[config.mk]
export PLATFORM = sky130hd
export DESIGN_NAME = fixed_slot_free_list_allocator
export DESIGN_NICKNAME = d
export VERILOG_FILES = /design/src/design/fsla_pkg.sv /design/src/design/fsla_ram.sv /design/src/design/fsla_ctrl.sv /design/src/design/fsla_dp.sv /design/src/design/fixed_slot_free_list_allocator.sv
export SDC_FILE = /design/constraint.sdc
export NUM_CORES = 2
export LEC_CHECK = 0
export BUFFER_PORTS_ARGS = -buffer_cell sky130_fd_sc_hd__clkbuf_2
export CAP_MARGIN = 5
export CORE_ASPECT_RATIO = 1.5
export CORE_MARGIN = 2
export CORE_UTILIZATION = 51
export DETAILED_ROUTE_END_ITERATION = 8
export GPL_ROUTABILITY_DRIVEN = 0
export PLACE_DENSITY = 0.75
export SLEW_MARGIN = 40
export SYNTH_ARGS = -nofsm -noshare
export SYNTH_HDL_FRONTEND = slang
export SYNTH_HIERARCHICAL = 1
export SYNTH_SLANG_ARGS = --single-unit
[constraint.sdc]
create_clock -name clock -period 14.8 [get_ports clock]
set_clock_uncertainty 0.1 [all_clocks]
set_input_delay 1.48 -clock clock [delete_from_list [all_inputs] [get_ports clock]]
set_output_delay 1.48 -clock clock [all_outputs]
set_load 0.03 [all_outputs]
[src/design/fsla_pkg.sv]
// fsla_pkg: shared constants, codes, state and handshake types for the slot allocator
// used by fsla_ctrl, fsla_dp and fixed_slot_free_list_allocator; no dependencies
`default_nettype none

package fsla_pkg;

   // defaults for the top-level parameters
   localparam int MAX_SLOTS_DEF = 256;
   localparam int ADDR_BITS_DEF = 32;

   // fixed field widths
   localparam int OBJ_ADDR_W  = 32;
   localparam int SLOT_NUM_W  = 8;
   localparam int FREE_W      = 9;
   localparam int STATUS_W    = 3;
   localparam int CSR_DATA_W  = 32;
   localparam int CSR_INDEX_W = 2;
   localparam int BASE_W      = 32;
   localparam int COUNT_W     = 9;
   localparam int OBJ_W       = 13;
   localparam int ALIGN_W     = 4;

   // stride: max(object, 8) rounded up to an alignment of at most 4096 bytes fits 14 bits
   localparam int STRIDE_W  = 14;
   localparam int MIN_OBJ   = 8;
   localparam int MAX_ALIGN = 12;

   // register reset values
   localparam logic [BASE_W-1:0]  BASE_RST  = '0;
   localparam logic [COUNT_W-1:0] COUNT_RST = 9'd256;
   localparam logic [OBJ_W-1:0]   OBJ_RST   = 13'd8;
   localparam logic [ALIGN_W-1:0] ALIGN_RST = 4'd3;

   // request function codes
   localparam logic FUNC_TAKE = 1'b0;
   localparam logic FUNC_GIVE = 1'b1;

   typedef enum logic [CSR_INDEX_W-1:0] {
      CSR_BASE_ADDRESS = 2'd0,
      CSR_SLOT_COUNT   = 2'd1,
      CSR_OBJECT_BYTES = 2'd2,
      CSR_ALIGN_LOG2   = 2'd3
   } csr_index_type;

   typedef enum logic [STATUS_W-1:0] {
      ST_OK       = 3'd0,
      ST_EMPTY    = 3'd1,
      ST_BOUNDS   = 3'd2,
      ST_ALIGN    = 3'd3,
      ST_NOTALLOC = 3'd4
   } status_type;

   typedef enum logic [3:0] {
      S_CLEAR,
      S_IDLE,
      S_TAKE_CHK,
      S_TAKE_UPD,
      S_GIVE_OFF,
      S_GIVE_CHK,
      S_DIV,
      S_GIVE_MARK,
      S_GIVE_UPD,
      S_RESULT
   } state_type;

   // controller to datapath
   typedef struct packed {
      logic       sweep_restart;
      logic       sweep_step;
      logic       load;
      logic       take_start;
      logic       take_commit;
      logic       give_start;
      logic       div_init;
      logic       div_step;
      logic       idx_from_q;
      logic       give_commit;
      logic       status_we;
      status_type status;
      logic       emit;
   } cmd_type;

   // datapath to controller
   typedef struct packed {
      logic sweep_last;
      logic take_empty;
      logic out_of_bounds;
      logic div_last;
      logic rem_nonzero;
      logic mark_set;
      logic rsp_full;
   } sts_type;

endpackage

`default_nettype wire

[src/design/fsla_ram.sv]
// fsla_ram: generic one-write one-read memory with registered read data
// no dependencies
`default_nettype none

module fsla_ram #(
   parameter int WIDTH = 1,
   parameter int DEPTH = 256
) (
   input  wire logic                     clock,
   input  wire logic                     wr_en,
   input  wire logic [$clog2(DEPTH)-1:0] wr_addr,
   input  wire logic [WIDTH-1:0]         wr_data,
   input  wire logic [$clog2(DEPTH)-1:0] rd_addr,
   output logic      [WIDTH-1:0]         rd_data
);

   logic [WIDTH-1:0] mem_ff [DEPTH];
   logic [WIDTH-1:0] rd_data_ff;

   always_ff @(posedge clock) begin
      if (wr_en) begin
         mem_ff[wr_addr] <= wr_data;
      end
      rd_data_ff <= mem_ff[rd_addr];
   end

   assign rd_data = rd_data_ff;

endmodule

`default_nettype wire

[src/design/fsla_ctrl.sv]
// fsla_ctrl: sequencer for clearing pass, take, give-back and result hand-off
// depends on fsla_pkg
`default_nettype none

module fsla_ctrl (
   input  wire logic             clock,
   input  wire logic             reset,
   input  wire logic             req_valid,
   output logic                  req_ready,
   input  wire logic             req_func,
   input  wire logic             csr_we,
   input  wire fsla_pkg::sts_type sts,
   output fsla_pkg::cmd_type     cmd
);

   fsla_pkg::state_type state_ff, state_in;

   always_ff @(posedge clock) begin
      if (reset) begin
         state_ff <= fsla_pkg::S_CLEAR;
      end else begin
         state_ff <= state_in;
      end
   end

   // next state
   always_comb begin
      state_in = state_ff;
      if (csr_we) begin
         state_in = fsla_pkg::S_CLEAR;
      end else begin
         case (state_ff)
            fsla_pkg::S_CLEAR: begin
               if (sts.sweep_last) state_in = fsla_pkg::S_IDLE;
            end
            fsla_pkg::S_IDLE: begin
               if (req_valid) begin
                  if (req_func == fsla_pkg::FUNC_TAKE) state_in = fsla_pkg::S_TAKE_CHK;
                  else state_in = fsla_pkg::S_GIVE_OFF;
               end
            end
            fsla_pkg::S_TAKE_CHK: begin
               if (sts.take_empty) state_in = fsla_pkg::S_RESULT;
               else state_in = fsla_pkg::S_TAKE_UPD;
            end
            fsla_pkg::S_TAKE_UPD: state_in = fsla_pkg::S_RESULT;
            fsla_pkg::S_GIVE_OFF: state_in = fsla_pkg::S_GIVE_CHK;
            fsla_pkg::S_GIVE_CHK: begin
               if (sts.out_of_bounds) state_in = fsla_pkg::S_RESULT;
               else state_in = fsla_pkg::S_DIV;
            end
            fsla_pkg::S_DIV: begin
               if (sts.div_last) state_in = fsla_pkg::S_GIVE_MARK;
            end
            fsla_pkg::S_GIVE_MARK: begin
               if (sts.rem_nonzero) state_in = fsla_pkg::S_RESULT;
               else state_in = fsla_pkg::S_GIVE_UPD;
            end
            fsla_pkg::S_GIVE_UPD: state_in = fsla_pkg::S_RESULT;
            fsla_pkg::S_RESULT: begin
               if (!sts.rsp_full) state_in = fsla_pkg::S_IDLE;
            end
            default: state_in = fsla_pkg::S_CLEAR;
         endcase
      end
   end

   // outputs
   always_comb begin
      cmd               = '0;
      cmd.status        = fsla_pkg::ST_OK;
      req_ready         = 1'b0;
      cmd.sweep_restart = csr_we;
      case (state_ff)
         fsla_pkg::S_CLEAR: cmd.sweep_step = 1'b1;
         fsla_pkg::S_IDLE: begin
            req_ready = 1'b1;
            cmd.load  = req_valid;
         end
         fsla_pkg::S_TAKE_CHK: begin
            if (sts.take_empty) begin
               cmd.status_we = 1'b1;
               cmd.status    = fsla_pkg::ST_EMPTY;
            end else begin
               cmd.take_start = 1'b1;
            end
         end
         fsla_pkg::S_TAKE_UPD: cmd.take_commit = 1'b1;
         fsla_pkg::S_GIVE_OFF: cmd.give_start = 1'b1;
         fsla_pkg::S_GIVE_CHK: begin
            if (sts.out_of_bounds) begin
               cmd.status_we = 1'b1;
               cmd.status    = fsla_pkg::ST_BOUNDS;
            end else begin
               cmd.div_init = 1'b1;
            end
         end
         fsla_pkg::S_DIV: cmd.div_step = 1'b1;
         fsla_pkg::S_GIVE_MARK: begin
            if (sts.rem_nonzero) begin
               cmd.status_we = 1'b1;
               cmd.status    = fsla_pkg::ST_ALIGN;
            end else begin
               cmd.idx_from_q = 1'b1;
            end
         end
         fsla_pkg::S_GIVE_UPD: begin
            if (sts.mark_set) begin
               cmd.give_commit = 1'b1;
            end else begin
               cmd.status_we = 1'b1;
               cmd.status    = fsla_pkg::ST_NOTALLOC;
            end
         end
         fsla_pkg::S_RESULT: cmd.emit = !sts.rsp_full;
         default: cmd.emit = 1'b0;
      endcase
   end

endmodule

`default_nettype wire

[src/design/fsla_dp.sv]
// fsla_dp: config registers, free list head and count, link and mark memories,
// stride arithmetic, shift-subtract divider and output register; uses fsla_pkg, fsla_ram
`default_nettype none

module fsla_dp #(
   parameter int MAX_SLOTS = fsla_pkg::MAX_SLOTS_DEF,
   parameter int ADDR_BITS = fsla_pkg::ADDR_BITS_DEF
) (
   input  wire logic                                clock,
   input  wire logic                                reset,
   input  wire logic                                req_func,
   input  wire logic [fsla_pkg::OBJ_ADDR_W-1:0]     req_object_address,
   input  wire logic                                csr_we,
   input  wire logic [fsla_pkg::CSR_INDEX_W-1:0]    csr_index,
   input  wire logic [fsla_pkg::CSR_DATA_W-1:0]     csr_wdata,
   input  wire fsla_pkg::cmd_type                   cmd,
   output fsla_pkg::sts_type                        sts,
   output logic                                     rsp_valid,
   input  wire logic                                rsp_ready,
   output logic      [fsla_pkg::OBJ_ADDR_W-1:0]     rsp_slot_address,
   output logic      [fsla_pkg::SLOT_NUM_W-1:0]     rsp_slot_number,
   output logic      [fsla_pkg::STATUS_W-1:0]       rsp_status,
   output logic      [fsla_pkg::FREE_W-1:0]         rsp_free_slots
);

   localparam int IDX_W   = $clog2(MAX_SLOTS);
   localparam int CNT_W   = $clog2(MAX_SLOTS + 1);
   localparam int STR_W   = fsla_pkg::STRIDE_W;
   localparam int PROD_W  = IDX_W + STR_W;
   localparam int LIM_W   = CNT_W + STR_W;
   localparam int CMP_W   = (ADDR_BITS > LIM_W) ? ADDR_BITS : LIM_W;
   localparam int NCMP_W  = (fsla_pkg::COUNT_W > CNT_W) ? fsla_pkg::COUNT_W : CNT_W;
   localparam int STEP_W  = $clog2(IDX_W) + 1;

   // configuration registers
   logic [fsla_pkg::BASE_W-1:0]  base_ff;
   logic [fsla_pkg::COUNT_W-1:0] count_ff;
   logic [fsla_pkg::OBJ_W-1:0]   object_ff;
   logic [fsla_pkg::ALIGN_W-1:0] align_ff;

   always_ff @(posedge clock) begin
      if (reset) begin
         base_ff   <= fsla_pkg::BASE_RST;
         count_ff  <= fsla_pkg::COUNT_RST;
         object_ff <= fsla_pkg::OBJ_RST;
         align_ff  <= fsla_pkg::ALIGN_RST;
      end else if (csr_we) begin
         case (fsla_pkg::csr_index_type'(csr_index))
            fsla_pkg::CSR_BASE_ADDRESS: base_ff   <= fsla_pkg::BASE_W'(csr_wdata);
            fsla_pkg::CSR_SLOT_COUNT:   count_ff  <= fsla_pkg::COUNT_W'(csr_wdata);
            fsla_pkg::CSR_OBJECT_BYTES: object_ff <= fsla_pkg::OBJ_W'(csr_wdata);
            fsla_pkg::CSR_ALIGN_LOG2:   align_ff  <= fsla_pkg::ALIGN_W'(csr_wdata);
            default:                    base_ff   <= base_ff;
         endcase
      end
   end

   // effective slot count, saturated
   logic [CNT_W-1:0] n_eff;
   assign n_eff = (NCMP_W'(count_ff) > NCMP_W'(MAX_SLOTS)) ? CNT_W'(MAX_SLOTS)
                                                           : CNT_W'(count_ff);

   // stride, registered off the config registers
   logic [fsla_pkg::ALIGN_W-1:0] align_sat;
   logic [fsla_pkg::OBJ_W-1:0]   obj_min;
   logic [STR_W-1:0]             al_mask;
   logic [STR_W-1:0]             stride_in, stride_ff;

   assign align_sat = (align_ff > fsla_pkg::ALIGN_W'(fsla_pkg::MAX_ALIGN))
                      ? fsla_pkg::ALIGN_W'(fsla_pkg::MAX_ALIGN) : align_ff;
   assign obj_min   = (object_ff < fsla_pkg::OBJ_W'(fsla_pkg::MIN_OBJ))
                      ? fsla_pkg::OBJ_W'(fsla_pkg::MIN_OBJ) : object_ff;
   assign al_mask   = (STR_W'(1) << align_sat) - STR_W'(1);
   assign stride_in = (STR_W'(obj_min) + al_mask) & ~al_mask;

   always_ff @(posedge clock) begin
      stride_ff <= stride_in;
   end

   // free list state and clearing sweep
   logic [CNT_W-1:0] head_ff, free_ff;
   logic [IDX_W-1:0] sweep_ff;
   logic [CNT_W-1:0] sweep_nx;
   logic [CNT_W-1:0] sweep_link;
   logic [CNT_W-1:0] link_rdata;
   logic [0:0]       mark_rdata;
   logic [IDX_W-1:0] q_ff;

   assign sweep_nx   = CNT_W'(sweep_ff) + CNT_W'(1);
   assign sweep_link = (sweep_nx < n_eff) ? sweep_nx : CNT_W'(MAX_SLOTS);

   always_ff @(posedge clock) begin
      if (reset) begin
         sweep_ff <= '0;
         head_ff  <= '0;
         free_ff  <= '0;
      end else begin
         if (cmd.sweep_restart) sweep_ff <= '0;
         else if (cmd.sweep_step) sweep_ff <= sweep_ff + IDX_W'(1);

         if (cmd.sweep_step) begin
            head_ff <= '0;
            free_ff <= n_eff;
         end else if (cmd.take_commit) begin
            head_ff <= link_rdata;
            free_ff <= free_ff - CNT_W'(1);
         end else if (cmd.give_commit) begin
            head_ff <= CNT_W'(q_ff);
            free_ff <= free_ff + CNT_W'(1);
         end
      end
   end

   // result, product and divider registers
   logic [fsla_pkg::OBJ_ADDR_W-1:0] res_addr_ff;
   logic [IDX_W-1:0]                res_idx_ff;
   fsla_pkg::status_type            res_status_ff;
   logic [PROD_W-1:0]               prod_ff;
   logic [ADDR_BITS-1:0]            off_ff;
   logic [LIM_W-1:0]                lim_ff;
   logic [LIM_W-1:0]                rem_ff, dsh_ff;
   logic [STEP_W-1:0]               k_ff;

   logic [ADDR_BITS-1:0] take_sum;
   logic [ADDR_BITS-1:0] give_off;
   logic                 div_ge;
   logic [IDX_W:0]       q_shift;

   assign take_sum = ADDR_BITS'(base_ff) + ADDR_BITS'(prod_ff);
   assign give_off = ADDR_BITS'(res_addr_ff) - ADDR_BITS'(base_ff);
   assign div_ge   = rem_ff >= dsh_ff;
   assign q_shift  = {q_ff, div_ge};

   always_ff @(posedge clock) begin
      if (cmd.load) begin
         res_addr_ff   <= (req_func == fsla_pkg::FUNC_GIVE) ? req_object_address : '0;
         res_idx_ff    <= '0;
         res_status_ff <= fsla_pkg::ST_OK;
      end else begin
         if (cmd.take_start) res_idx_ff <= IDX_W'(head_ff);
         if (cmd.idx_from_q) res_idx_ff <= q_ff;
         if (cmd.take_commit) res_addr_ff <= fsla_pkg::OBJ_ADDR_W'(take_sum);
         if (cmd.status_we) res_status_ff <= cmd.status;
      end

      // index times stride for the slot address
      if (cmd.take_start) prod_ff <= PROD_W'(IDX_W'(head_ff)) * PROD_W'(stride_ff);

      // byte offset and pool limit
      if (cmd.give_start) begin
         off_ff <= give_off;
         lim_ff <= LIM_W'(n_eff) * LIM_W'(stride_ff);
      end

      // restoring division, one quotient bit per cycle, msb first
      if (cmd.div_init) begin
         rem_ff <= LIM_W'(off_ff);
         dsh_ff <= LIM_W'(stride_ff) << (IDX_W - 1);
         q_ff   <= '0;
         k_ff   <= STEP_W'(IDX_W - 1);
      end else if (cmd.div_step) begin
         if (div_ge) rem_ff <= rem_ff - dsh_ff;
         dsh_ff <= dsh_ff >> 1;
         q_ff   <= q_shift[IDX_W-1:0];
         k_ff   <= k_ff - STEP_W'(1);
      end
   end

   // link and allocation mark memories
   logic                link_we;
   logic [IDX_W-1:0]    link_waddr;
   logic [CNT_W-1:0]    link_wdata;
   logic                mark_we;
   logic [IDX_W-1:0]    mark_waddr;
   logic [0:0]          mark_wdata;

   assign link_we    = cmd.sweep_step | cmd.give_commit;
   assign link_waddr = cmd.sweep_step ? sweep_ff : q_ff;
   assign link_wdata = cmd.sweep_step ? sweep_link : head_ff;

   assign mark_we    = cmd.sweep_step | cmd.take_commit | cmd.give_commit;
   assign mark_waddr = cmd.sweep_step ? sweep_ff : (cmd.take_commit ? res_idx_ff : q_ff);
   assign mark_wdata = cmd.take_commit;

   fsla_ram #(
      .WIDTH (CNT_W),
      .DEPTH (MAX_SLOTS)
   ) u_link_ram (
      .clock   (clock),
      .wr_en   (link_we),
      .wr_addr (link_waddr),
      .wr_data (link_wdata),
      .rd_addr (IDX_W'(head_ff)),
      .rd_data (link_rdata)
   );

   fsla_ram #(
      .WIDTH (1),
      .DEPTH (MAX_SLOTS)
   ) u_mark_ram (
      .clock   (clock),
      .wr_en   (mark_we),
      .wr_addr (mark_waddr),
      .wr_data (mark_wdata),
      .rd_addr (q_ff),
      .rd_data (mark_rdata)
   );

   // output register
   logic                            rsp_valid_ff;
   logic [fsla_pkg::OBJ_ADDR_W-1:0] rsp_addr_ff;
   logic [fsla_pkg::SLOT_NUM_W-1:0] rsp_num_ff;
   logic [fsla_pkg::STATUS_W-1:0]   rsp_status_ff;
   logic [fsla_pkg::FREE_W-1:0]     rsp_free_ff;

   always_ff @(posedge clock) begin
      if (reset) begin
         rsp_valid_ff <= 1'b0;
      end else if (cmd.emit) begin
         rsp_valid_ff <= 1'b1;
      end else if (rsp_ready) begin
         rsp_valid_ff <= 1'b0;
      end
   end

   always_ff @(posedge clock) begin
      if (cmd.emit) begin
         rsp_addr_ff   <= res_addr_ff;
         rsp_num_ff    <= fsla_pkg::SLOT_NUM_W'(res_idx_ff);
         rsp_status_ff <= res_status_ff;
         rsp_free_ff   <= fsla_pkg::FREE_W'(free_ff);
      end
   end

   assign rsp_valid        = rsp_valid_ff;
   assign rsp_slot_address = rsp_addr_ff;
   assign rsp_slot_number  = rsp_num_ff;
   assign rsp_status       = rsp_status_ff;
   assign rsp_free_slots   = rsp_free_ff;

   // status to the controller
   always_comb begin
      sts               = '0;
      sts.sweep_last    = sweep_ff == IDX_W'(MAX_SLOTS - 1);
      sts.take_empty    = (free_ff == '0) || (head_ff >= n_eff);
      sts.out_of_bounds = CMP_W'(off_ff) >= CMP_W'(lim_ff);
      sts.div_last      = k_ff == '0;
      sts.rem_nonzero   = rem_ff != '0;
      sts.mark_set      = mark_rdata[0];
      sts.rsp_full      = rsp_valid_ff & ~rsp_ready;
   end

endmodule

`default_nettype wire

[src/design/fixed_slot_free_list_allocator.sv]
// fixed_slot_free_list_allocator: top level of the fixed-slot pool allocator
// instantiates fsla_ctrl and fsla_dp; depends on fsla_pkg
`default_nettype none

// channel     ports                               direction  transfer when
// ---------   ---------------------------------   ---------  -------------------------
// request     req_valid/req_ready, func, address  in         req_valid & req_ready
// response    rsp_valid/rsp_ready, addr/num/st/   out        rsp_valid & rsp_ready
//             free
// csr         csr_we, csr_index, csr_wdata        in         csr_we (no wait)
//
// one item at a time: a take passes the check and update states, a give-back the offset,
// bounds check, divider, mark check and update states; each ends in the result state, an
// error skipping ahead to it. the shift-subtract divider turns the byte offset into a
// slot index one quotient bit per cycle. after reset and after every csr write a clearing
// pass relinks the pool, one link/mark entry per cycle, req_ready low meanwhile.
// a finished item waits in the output register while the next request can be taken.

module fixed_slot_free_list_allocator #(
   parameter int MAX_SLOTS = fsla_pkg::MAX_SLOTS_DEF,
   parameter int ADDR_BITS = fsla_pkg::ADDR_BITS_DEF
) (
   input  wire logic                             clock,
   input  wire logic                             reset,
   // request
   input  wire logic                             req_valid,
   output logic                                  req_ready,
   input  wire logic                             req_func,
   input  wire logic [fsla_pkg::OBJ_ADDR_W-1:0]  req_object_address,
   // response
   output logic                                  rsp_valid,
   input  wire logic                             rsp_ready,
   output logic      [fsla_pkg::OBJ_ADDR_W-1:0]  rsp_slot_address,
   output logic      [fsla_pkg::SLOT_NUM_W-1:0]  rsp_slot_number,
   output logic      [fsla_pkg::STATUS_W-1:0]    rsp_status,
   output logic      [fsla_pkg::FREE_W-1:0]      rsp_free_slots,
   // configuration
   input  wire logic                             csr_we,
   input  wire logic [fsla_pkg::CSR_INDEX_W-1:0] csr_index,
   input  wire logic [fsla_pkg::CSR_DATA_W-1:0]  csr_wdata
);

   // command and status between sequencer and datapath
   fsla_pkg::cmd_type cmd;
   fsla_pkg::sts_type sts;

   // sequencer: clearing pass, take and give-back steps, response hand-off
   fsla_ctrl u_ctrl (
      .clock     (clock),
      .reset     (reset),
      .req_valid (req_valid),
      .req_ready (req_ready),
      .req_func  (req_func),
      .csr_we    (csr_we),
      .sts       (sts),
      .cmd       (cmd)
   );

   // datapath: registers, memories, address math, divider, output register
   fsla_dp #(
      .MAX_SLOTS (MAX_SLOTS),
      .ADDR_BITS (ADDR_BITS)
   ) u_dp (
      .clock              (clock),
      .reset              (reset),
      .req_func           (req_func),
      .req_object_address (req_object_address),
      .csr_we             (csr_we),
      .csr_index          (csr_index),
      .csr_wdata          (csr_wdata),
      .cmd                (cmd),
      .sts                (sts),
      .rsp_valid          (rsp_valid),
      .rsp_ready          (rsp_ready),
      .rsp_slot_address   (rsp_slot_address),
      .rsp_slot_number    (rsp_slot_number),
      .rsp_status         (rsp_status),
      .rsp_free_slots     (rsp_free_slots)
   );

endmodule

`default_nettype wire

==> results.yml <==
status:
  status: "finished clean"
clocking:
  htree_num_levels: 5
  path_clk_slew_ns: 0.07
  cts_made_buffers: 269
  clock-sinks: 2901
  cts_root_buf: "clkbuf_16"
  clock_path_buffers: 4
  cts_resized: 0
  post-cts-setup-buffer-count: 0
  insertion_delay_ns: 0.88
  cts_tree: "done"
  cts_hold_buf: 0
floorplan:
  die_area_um2: 253000
  fp.dieH_um: 615
  fp-row-count: 224
  core_area_um2: 248000
  die_x_um: 411
  initial_core_util_pct: 51.2
  num_io_pins: 126
finish:
  fill_cells: 18237
  drive_gt1_share_pct: 19.4
  post-route-util_pct: 56.7
  seqCellArea_um2: 85700
  final_cell_count_no_fill: 11476
  multi_input_comb_area_um2: 38600
  nNetsFinal: 8447
  syn2layout_area_growth_pct: 10.8
placement:
  portBuffers: 125
  place_inst: 10992
  hpwl_mm: 213
  pre_cts_slack_ns: 8.92
setup_path:
  crit_family: "adder cells"
  worst_setup_path_start_kind: "flop"
  cp_slowest_cell: "dfxtp_4"
  cp_max_fo: 42
  crit_type: "reg -> reg"
  max_stage_delay_ns: 0.74
  cpMostUsedCell: "fa_1"
  end_kind: "flop"
  worstPathCellList: "buf_4 -> and2_1 -> fa_1 -> inv_1 -> fa_1 -> fa_1 -> inv_1 -> ha_1 -> o21a_1 -> o31ai_1 -> a211oi_1 -> nor3_1 -> o41ai_1 -> a21oi_1 -> o21ai_0 -> xnor2_1"
  cp.arrival_ns: 6.32
  cp_num_buf_inv: 3
  cp.required_ns: 15.31
sta:
  fin_setup_tns_ns: 0
  setup_viol: 0
  finalCritPeriodShare_pct: 39.3
  slew_viol_final: 0
  fin_ws_ns: 8.99
  finalHoldViolCount: 0
  worst_pin_slew_ns: 1.04
  rsz0062_at_grt: "false"
  period_needed_ns: 5.81
  slew_headroom_pct: 30.5
  max_freq_mhz: 172
yosys:
  synthCells: 7904
  synth_area_leaders: "edfxtp_1 65%, mux4_2 9.0%, fa_1 2.6%"
  yosysUniqueCellTypes: 107
  synthFlopType: "edfxtp_1"
  synth_edf_count: 2758
  ys_ff_latch: 2901
  async_reset_ff_share_pct: 0
  avgSynthCellArea_um2: 16.0
  yosysTopAreaCellShare_pct: 65.3
  yosysTopAreaCell: "edfxtp_1"
  syn_nets: 8358
  ys_seq_area_share_pct: 67.6
  synth.cell_area_um2: 127000
  synth_warnings: 6
pwr:
  powerDensity_nw_per_um2: 115
  irDropWorstVdd_v: 0.0000956
  power.total_mw: 16.1
  p_leak_nw: 45.4
worst_hold_path:
  hp-class: "reg -> reg"
drt:
  first_pass_iters: 6
  drc: 0
  dr_total_vias: 72699
  wire_per_inst_um: 29.0
  avgViaCountPerCell: 6.33
  wl_mm: 332
  postRouteAntennaNets: 0
  drt_iter0_drc: 8755
global_route:
  grt_first_pass_wirelength_mm: 482
  grt_pass1_vias: 73480
  overflow: 0
  antenna_found_initial: 15
  grt_start_max_net_pins: 197
  grtUsageTotal_pct: 25.8
job:
  maxCapViolCount: 0
## metal layers
metal	vias up	global-route usage [%]	wire length, um
met5	-	0	37
li1	30612	-	-
met2	3985	45.2	172000
met3	945	4.28	26700
met4	6	16.7	24000
met1	37151	29.1	110000
## synth_stat cells, drive strengths merged, types with 79 or more instances
library cell  instances
and2                128
mux4                518
clkbuf              267
ha                  220
a22oi               188
fa                  162
edfxtp             2758
inv                 344
o21ai               171
mux2i               280
o22ai                99
nand2               444
nor2                734
buf                 176
a21oi               290
xnor2                79
dfxtp               143
## cells in the final DEF, fill, tap and decap left out, types with 68 or more instances in the layout
cell	Yosys	final
o21ai_0	149	141
edfxtp_1	2758	2758
clkbuf_16	0	279
ha_1	220	220
buf_4	36	96
clkbuf_2	0	125
inv_1	343	343
mux4_2	509	509
and2_1	128	125
a22oi_1	188	188
mux2i_1	280	280
o22ai_1	99	91
nor2_1	734	490
xnor2_1	79	79
nand2_1	443	425
fa_1	162	162
dfxtp_1	143	131
nor2b_1	77	68
nor2_2	0	241
a21oi_1	287	286
## cell families after synthesis
| family | after synthesis | synth area share [%] |
|---|---|---|
| buf+inv | 789 | 2.88 |
| mux | 820 | 11.6 |
| compound gates | 1129 | 5.98 |
| simple gates | 1759 | 6.31 |
| flops | 2901 | 67.6 |
| fa+ha+maj | 382 | 4.73 |
| xor+xnor | 124 | 0.857 |
## final cells by class
| cell class | count | share of cell area [%] |
|---|---|---|
| flip-flops and latches | 2901 | 61.1 |
| multi-input cells | 4214 | 27.5 |
| clock buffers | 320 | 5.14 |
| well taps | 3277 | 2.92 |
| repair buffers | 261 | 1.41 |
| clock inverters | 148 | 1.04 |
| inverters | 346 | 0.925 |
| diodes | 9 | 0.0160 |
## report_power, final
part           internal (mW)  switching (mW)  total [mW]  leakage (nW)
Sequential              8.92          0.0391        8.96          26.5
Clock                   3.94            3.01        6.94          4.26
Combinational         0.0708           0.171       0.242          14.6
## path summary, 6_finish.rpt
path	start	end	slack, ns	cells past startpoint
max reg2reg	u_dp/head_ff[0]	u_dp/prod_ff[21]	8.99	16
min reg2reg	u_dp/res_status_ff[1]	u_dp/rsp_status[1]	0.34	0
max	u_dp/head_ff[0]	u_dp/prod_ff[21]	8.99	16
min	u_dp/res_status_ff[1]	u_dp/rsp_status[1]	0.34	0
## sequential cells by signal, summed over array words and instances (netlist names), 13 cells and up
register                flops
u_dp/base_ff               32
u_dp/dsh_ff                21
u_dp/lim_ff                23
u_dp/object_ff             13
u_dp/off_ff                32
u_dp/prod_ff               22
u_dp/rem_ff                23
u_dp/res_addr_ff           32
u_dp/rsp_slot_address      32
u_dp/stride_ff             14
u_dp/u_link_ram/mem_ff   2304
u_dp/u_mark_ram/mem_ff    256
## metrics by stage
step / hold slack, ns / instance area [um2]
2_1_floorplan: 0.308 / 127000
3_3_place_gp: 0.319 / 130000
3_5_place_dp: 0.325 / 131000
4_1_cts: 0.345 / 140000
5_1_grt: 0.358 / 140000
6_report: 0.343 / 140000
(Power assumes the default switching activity.)
